**src/design/ccr_pkg.sv**
```systemverilog
// ----------------------------------------------------------------------------
// Character canvas rasterizer package
// Shared types, sizes and command codes.
// ----------------------------------------------------------------------------
package ccr_pkg;

  localparam int MaxRows = 64;
  localparam int MaxCols = 128;
  localparam int RowW = $clog2(MaxRows);
  localparam int ColW = $clog2(MaxCols);
  localparam int AddrW = RowW + ColW;
  localparam logic [7:0] SpaceChar = 8'd32;

  localparam logic [2:0] ModeLine = 3'd0;
  localparam logic [2:0] ModeRing = 3'd1;
  localparam logic [2:0] ModeDisc = 3'd2;
  localparam logic [2:0] ModeRectLine = 3'd3;
  localparam logic [2:0] ModeRectFill = 3'd4;
  localparam logic [2:0] ModeClear = 3'd5;
  localparam logic [2:0] ModeRead = 3'd6;
  localparam logic [2:0] ModeNone = 3'd7;

  localparam logic RegRows = 1'b0;
  localparam logic RegCols = 1'b1;

  typedef struct packed {
    logic [2:0]         mode;
    logic signed [10:0] row_a;
    logic signed [10:0] col_a;
    logic signed [10:0] row_b;
    logic signed [10:0] col_b;
    logic [9:0]         radius;
    logic [7:0]         fill_char;
  } cmd_t;

endpackage

```
**src/design/ccr_front.sv**
```systemverilog
// ----------------------------------------------------------------------------
// Command front end
// Accepts commands and holds them in a two-entry queue for the engine.
// ----------------------------------------------------------------------------
module ccr_front (
  input  logic          clk,
  input  logic          rst,
  input  logic          start,
  input  ccr_pkg::cmd_t cmd_in,
  output logic          busy,
  output logic          q_valid,
  output ccr_pkg::cmd_t q_cmd,
  input  logic          q_pop
);
  import ccr_pkg::*;

  cmd_t       slots [2];
  logic       wr_ptr;
  logic       rd_ptr;
  logic [1:0] count;
  logic       push;

  assign busy = (count == 2'd2);
  assign push = start && !busy;
  assign q_valid = (count != 2'd0);
  assign q_cmd = slots[rd_ptr];

  always_ff @(posedge clk) begin
    if (push) begin
      slots[wr_ptr] <= cmd_in;
    end
    if (rst) begin
      wr_ptr <= 1'b0;
      rd_ptr <= 1'b0;
      count <= 2'd0;
    end else begin
      if (push) wr_ptr <= ~wr_ptr;
      if (q_pop) rd_ptr <= ~rd_ptr;
      count <= count + {1'b0, push} - {1'b0, q_pop};
    end
  end

`ifndef SYNTHESIS
  a_no_pop_empty: assert property (@(posedge clk) disable iff (rst) q_pop |-> q_valid)
    else $error("pop from empty queue");
  a_count_max: assert property (@(posedge clk) disable iff (rst) count <= 2'd2)
    else $error("queue overflow");
  a_full_busy: assert property (@(posedge clk) disable iff (rst)
      (count == 2'd2 && !q_pop) |=> busy)
    else $error("full queue not busy");
`endif
endmodule

```
**config.mk**
```make
export PLATFORM = sky130hd
export DESIGN_NAME = ccr_front
export DESIGN_NICKNAME = d
export VERILOG_FILES = /design/src/design/ccr_pkg.sv /design/src/design/ccr_front.sv
export SDC_FILE = /design/constraint.sdc
export NUM_CORES = 1
export LEC_CHECK = 0
export ABC_AREA = 1
export ABC_CLOCK_PERIOD_IN_PS = 3600
export CAP_MARGIN = 15
export CORE_MARGIN = 8
export CORE_UTILIZATION = 25
export CTS_BUF_LIST = sky130_fd_sc_hd__clkbuf_16
export DETAILED_ROUTE_END_ITERATION = 8
export DONT_BUFFER_PORTS = 1
export GPL_ROUTABILITY_DRIVEN = 0
export HOLD_SLACK_MARGIN = 0.06
export PLACE_DENSITY_LB_ADDON = 0.3
export SYNTH_ARGS = -nofsm -noshare
export SYNTH_HDL_FRONTEND = slang
export SYNTH_SLANG_ARGS = --single-unit
```
**constraint.sdc**
```tcl
create_clock -name clk -period 3.6 [get_ports clk]
set_input_delay 0.36 -clock clk [delete_from_list [all_inputs] [get_ports clk]]
set_output_delay 0.36 -clock clk [all_outputs]
set_load 0.01 [all_outputs]
```
; After elaboration in Yosys (flattened, before gate mapping)
; Memories as Yosys holds them, arrays and structs flattened. A register that Yosys moved wholly into a read port is not among the register bits.
; Cells that the tools add are included.
; Widths: inputs -> output; s select.
[word_totals]
reg_bits = 4
ramBits = 130
n_memories = 1
[op_classes]
addsub = 2
n_eq_ne = 1
mux = 4
bitwise = 2
reduce_logical = 3
[memory_table]
columns = name, depth, width, read_ports, rd_clocked_by_memory_dff, wr, line_no
row1 = slots, 2, 65, 1, 1, 1, ccr_front.sv:17  ; cmd_t slots [2];
[ops]
columns = operator, count
row1 = $mux 1, 4
row2 = $add 2x1->2, 1
row3 = $eq 2x2->1 const B, 1
row4 = $not 1->1, 2
row5 = $reduce_bool 2->1, 1
row6 = $sub 2x1->2, 1
row7 = $logic_and 1x1->1, 1
row8 = $logic_not 1->1, 1

; Depth between registers and ports, before layout
; Gate-level depths: netlist of run 1.
[depth]
depth_word = 5
ltp_mapped = 11
depth_no_buf = 11

; Least setup slack after synthesis of run 1
; Ideal clock, no wire load.
[synth_timing]
kind = reg-to-reg
startpoint = register count[0]
endpoint = memory slots[0][0] (netlist name) (enable)
arrival_ps = 3252
slack_ps = -140
stages_incl_launch_ff = 5
path_cell_list = dfxtp_1 -> inv_1 -> nand2_1 -> nand2_1 -> nor2_1
[synth_via]
elab_chain_len = 5
[synth_lines]
columns = item, line_no
row1 = start: declaration, ccr_front.sv:20  ; logic [1:0] count;
row2 = start signal: assignment, ccr_front.sv:39  ; count <= count + {1'b0, push} - {1'b0, q_pop};
row3 = $eq 2x2->1, ccr_front.sv:23  ; assign busy = (count == 2'd2);
row4 = $logic_not 1->1, ccr_front.sv:24  ; assign push = start && !busy;
row5 = $logic_and 1x1->1, ccr_front.sv:24
row6 = $mux 1, ccr_front.sv:29  ; if (push) begin
row7 = $mux 1 (implied by the code), ccr_front.sv:30  ; slots[wr_ptr] <= cmd_in;
row8 = end: declaration, ccr_front.sv:17
; Every way passes these cells.

==> results of run 1 <==
-- placed cells by master, fill, tap and decap left out --
| master | count |
|---|---|
| clkbuf_16 | 17 |
| nor2_1 | 5 |
| buf_12 | 2 |
| nor2_4 | 1 |
| clkinv_1 | 4 |
| nand2_1 | 7 |
| mux2_2 | 15 |
| inv_1 | 10 |
| a21oi_1 | 2 |
| diode_2 | 3 |
| ha_1 | 2 |
| xnor2_1 | 1 |
| clkinv_4 | 1 |
| clkinv_2 | 5 |
| mux2_4 | 50 |
| buf_4 | 2 |
| dfxtp_4 | 1 |
| dfxtp_1 | 4 |
| edfxtp_1 | 130 |
| dlygate4sd3_1 | 66 |
| bufinv_16 | 3 |
| nand3_1 | 2 |
-- path summary, 6_finish.rpt --
path	endpoint	slack, ps	cells past startpoint
hold / removal	count[1]	110	3
setup / recovery	q_cmd[0]	1340	2
hold reg to reg	flop	520	2
setup reg to reg	slots[0][48]	1800	5
-- per-layer routing --
layer,wire (um),share of wire (%),global-route usage (%),up-vias
li1,-,-,-,1080
met1,3851,39,7.908,1150
met2,5046,51,13.01,91
met3,922,9.3,4.731,6
met4,113,1.1,3.087,0
met5,0,0,0,-
-- registers in the layout, summed over array words and instances (netlist names), named ones only --
signal and count:
count 2, rd_ptr 1, wr_ptr 1, slots 130
-- tightest hold or removal path: cells and delay by family --
family        cells  cell delay [ps]
simple gates      2               80
buf+inv           1               30
-- power breakdown --
group	switching, mW	leakage [nW]	total, mW	internal, mW
combinational	0.242	0.831	0.458	0.216
clock	0.590	0.294	1.66	1.07
sequential	0.0481	1.25	1.93	1.88
-- cell families after synthesis --
logic type / share of synthesized area (%)
AOI/OAI and AO/OA: 0.1952
adders and majority gates: 0.4878
DFF: 78.07
and+or+nand+nor: 1.147
muxes: 17.93
xor gates and xnor gates: 0.1708
buffers and inverters: 2.000
-- layout make-up --
cell class,instances,share of cell area (%)
Antenna cell,3,0.1120
Clock buffer,17,6.349
Clock inverter,15,2.166
Inverter,8,0.4669
Multi-Input combinational cell,85,15.37
Sequential cell,135,59.81
Tap cell,270,5.042
Timing Repair Buffer,70,10.68
-- what timing repair did --
item / 4_1_cts / 5_1_grt
endpoints found under the hold margin: 133 / 0
setup endpoints to repair: 0 / 0
hold buffers: 66 / 0
==> impl_metrics.yaml, run 1 <==
critical_path:
  critPathTopFamily: "flip-flops"
  critPathKind: "reg -> out"
  reg2reg_from: "count[0]"
  cp-start-kind: "flop"
  crit_fanout: 38
  cp.arrival_ps: 1900
  cpMaxStageDelayCell: "dfxtp_4"
  cp_cell_sequence: "buf_12 -> mux2_2"
  end_kind: "output pin"
  worst_path_largest_cell_delay_ps: 680
  cp.required_ps: 3240
  cp_num_buf_inv: 1
timing:
  fin_setup_tns_ps: 0
  tightest_slew_ps: 563.7
  relSlewSlack_pct: 62.33
  clock_skew_ps: 11.60
  clock.fmax_mhz: 442.6
  finalHoldViolations: 0
  fin_crit_sh_pct: 62.77
  fin_crit_ps: 2260
  whs_ps: 108.1
  slew_violations: 0
  fin_ws_ps: 1340
  setup_violations: 0
  rsz0062_at_grt: "false"
synthesis:
  syn_area_per_cell_um2: 21.82
  synth.most_common_cell: "edfxtp_1"
  yosysSeqAreaShare_pct: 78.07
  synth-main-ff-cell: "edfxtp_1"
  synth_edf_count: 130
  synth_seq_cells: 135
  synth_area_um2: 5129
  yosys.area.top_type: "edfxtp_1"
  synthArstFlopShare_pct: 0
  yosysTopAreaCellShare_pct: 76.12
  yosys_warnings: 0
  synthCells: 235
  synthTopCellsByArea: "edfxtp_1, mux2_4, mux2_2"
  synthTopCellsByCount: "edfxtp_1, mux2_4, mux2_2"
  synth_nets: 306
  synth_cell_types: 13
final_layout:
  finalInstanceArea_um2: 6700
  fin_cells: 603
  fillers: 1934
  drive_above_1_share_pct: 29.39
  fin_util_pct: 33.22
  fin_nets: 388
  multi_input_area_um2: 1030
  regArea_um2: 4008
  syn2layout_area_growth_pct: 30.64
pwr:
  ir_drop_mv: 0.2933
  p_total_mw: 4.042
  p_leak_nw: 2.378
  p_per_area_nw_per_um2: 603.3
clock_tree:
  path_clk_slew_ps: 60
  cts_buffer_depth: 2
  cts_setup_buffers: 0
  cts_root_buffer: "clkbuf_16"
  clkSinkCount: 135
  cts_resized: 0
  cts_inserted_buffers: 17
  clock_latency_ps: 410
  h-tree-depth: 4
  cts_tree: "done"
grt:
  grt_pass1_vias: 2564
  antenna_found_initial: 3
  grt_overflow_total: 0
  grt_max_degree: 50
  grt_pass1_wl_um: 14770
  grt_use_total_pct: 7.839
job:
  cap_violations: 0
place:
  place_inst: 502
  hpwlAfterDp_um: 6711
  portBuffers: 0
  pre_cts_ws_ps: 1745
  placed_area_um2: 5461
floorplan:
  rows: 52
  die_w_um: 159.2
  die-area_um2: 25350
  pin_count: 136
  initial_utilization_pct: 25.43
  coreArea_um2: 20170
  die_y_um: 159.2
routing:
  drt-total-wl_um: 9933
  final_antenna_net_count: 0
  vias: 2327
  first_pass_iters: 4
  drt-wirelength-per-cell_um: 16.47
  drt_iter0_markers: 91
  via_per_inst: 3.859
  drc: 0
worst_hold_path:
  min-delay-start: "rst"
  hold_path_class: "in -> reg"
run_status:
  status: "complete, no violations"
Power figures use the tool's default switching activity.
==> inputs of run 2 (changes only) <==
--- a/config.mk
+++ b/config.mk
@@ -6,7 +6,7 @@
 export NUM_CORES = 1
 export LEC_CHECK = 0
 export ABC_AREA = 1
-export ABC_CLOCK_PERIOD_IN_PS = 3600
+export ABC_CLOCK_PERIOD_IN_PS = 1900
 export CAP_MARGIN = 15
 export CORE_MARGIN = 8
 export CORE_UTILIZATION = 25
==> constraint.sdc (replaced) <==
create_clock -name clk -period 1.9 [get_ports clk]
set_input_delay 0.19 -clock clk [delete_from_list [all_inputs] [get_ports clk]]
set_output_delay 0.19 -clock clk [all_outputs]
set_load 0.01 [all_outputs]
==> impl_metrics.yaml, run 2 (synthesis results as in run 1) <==
routing:
  via_per_inst: 3.912
  drt-total-wl_um: 9811
  drt_iter0_markers: 78
  drt-wirelength-per-cell_um: 16.30
  final_antenna_net_count: 0
  vias: 2355
  first_pass_iters: 4
  drc: 0
critical_path:
  cp-start-kind: "flop"
  critPathTopFamily: "multiplexers"
  cp_cell_sequence: "buf_12 -> mux2_2"
  crit_fanout: 34
  cp.arrival_ps: 1500
  cp.required_ps: 1710
  worst_path_largest_cell_delay_ps: 430
  end_kind: "output pin"
  critPathKind: "reg -> out"
  cp_num_buf_inv: 1
  cpMaxStageDelayCell: "mux2_2"
final_layout:
  regMostFlops: "slots"
  fin_nets: 392
  fillers: 1925
  drive_above_1_share_pct: 31.02
  mostFrequentLayoutCell: "edfxtp_1"
  layout_common_cells: "edfxtp_1, dlygate4sd3_1, mux2_4, clkbuf_16, mux2_2"
  antennaDiodeCount: 0
  largestRegisters: "slots: 130 flops, count: 2 flops"
  fin_util_pct: 33.32
  largest_reg_flops: 130
  syn2layout_area_growth_pct: 31.03
grt:
  antenna_found_initial: 0
  grt_use_total_pct: 7.860
  grt_pass1_wl_um: 14960
  grt_pass1_vias: 2525
  grt_overflow_total: 0
  grt_max_degree: 35
floorplan:
  coreArea_um2: 20170
  rows: 52
  die_y_um: 159.2
  die_w_um: 159.2
  die-area_um2: 25350
  initial_utilization_pct: 25.43
  pin_count: 136
timing:
  relSlewSlack_pct: 70.60
  fin_setup_tns_ps: 0
  fin_crit_sh_pct: 88.85
  finalHoldViolations: 0
  clock_skew_ps: 7.224
  rsz0062_at_grt: "false"
  slew_violations: 0
  clock.fmax_mhz: 592.4
  fin_crit_ps: 1688
  tightest_slew_ps: 441.0
  setup_violations: 0
  fin_ws_ps: 211.9
place:
  pre_cts_ws_ps: 430.8
  hpwlAfterDp_um: 6661
  portBuffers: 0
clock_tree:
  cts_resized: 0
  clkSinkCount: 135
  cts_buffer_depth: 2
  cts_tree: "done"
  clock_latency_ps: 410
  cts_setup_buffers: 0
  hold_buffers: 68
  cts_root_buffer: "clkbuf_16"
  cts_inserted_buffers: 17
  h-tree-depth: 4
  path_clk_slew_ps: 50
job:
  cap_violations: 0
worst_hold_path:
  hold_path_class: "in -> reg"
run_status:
  status: "complete, no violations"
pwr:
  p_leak_nw: 2.353
  ir_drop_mv: 0.5629
  p_per_area_nw_per_um2: 1106
## run 2: final timing paths
| check | from | end | slack [ps] | cells past startpoint |
|---|---|---|---|---|
| worst max register to register | count[0] | slots[0][26] | 440 | 5 |
| worst min-delay path | q_pop | count[1] | 110 | 3 |
| worst max-delay path | flop | q_cmd[0] | 210 | 2 |
| worst min register to register | rd_ptr | rd_ptr | 540 | 2 |
## run 2: area by class of cell
class / instances / area, um2 / share of cell area (%)
timing repair buffer: 74 / 788.3 / 11.73
clock inverter: 13 / 91.34 / 1.359
sequential: 135 / 4009 / 59.65
inverter: 8 / 33.78 / 0.5027
multi-input combinational: 85 / 1035 / 15.40
tap: 270 / 337.8 / 5.027
clock buffer: 17 / 425.4 / 6.330
## run 2: metrics by stage
step	hold slack [ps]	std cells	area, um2	power [mW]
3_3_place_gp	255.0	504	5523	4.501
2_1_floorplan	253.8	235	5146	4.317
6_report	111.1	602	6720	7.434
4_1_cts	86.02	602	6720	7.575
3_5_place_dp	259.2	504	5523	4.520
5_1_grt	134.2	602	6720	7.765
## run 2: worst register-to-register path: stages, from the launching register on
cell	delay, ps
dfxtp_2	330
inv_2	40
nand2_2	80
nand2_2	90
nor2_4	140
buf_4	400
## run 2: per-layer routing
layer / global-route usage (%) / wire length, um / vias up
met5: 0 / 0 / -
met4: 3.345 / 95 / 0
met3: 4.059 / 668 / 7
met2: 13.13 / 5055 / 81
met1: 8.195 / 3991 / 1189
li1: - / - / 1078
## run 2: where the power goes
| group | switching [mW] | internal, mW | total [mW] |
|---|---|---|---|
| Sequential | 0.0632 | 3.56 | 3.63 |
| Combinational | 0.497 | 0.437 | 0.933 |
| Clock | 1.13 | 1.74 | 2.87 |
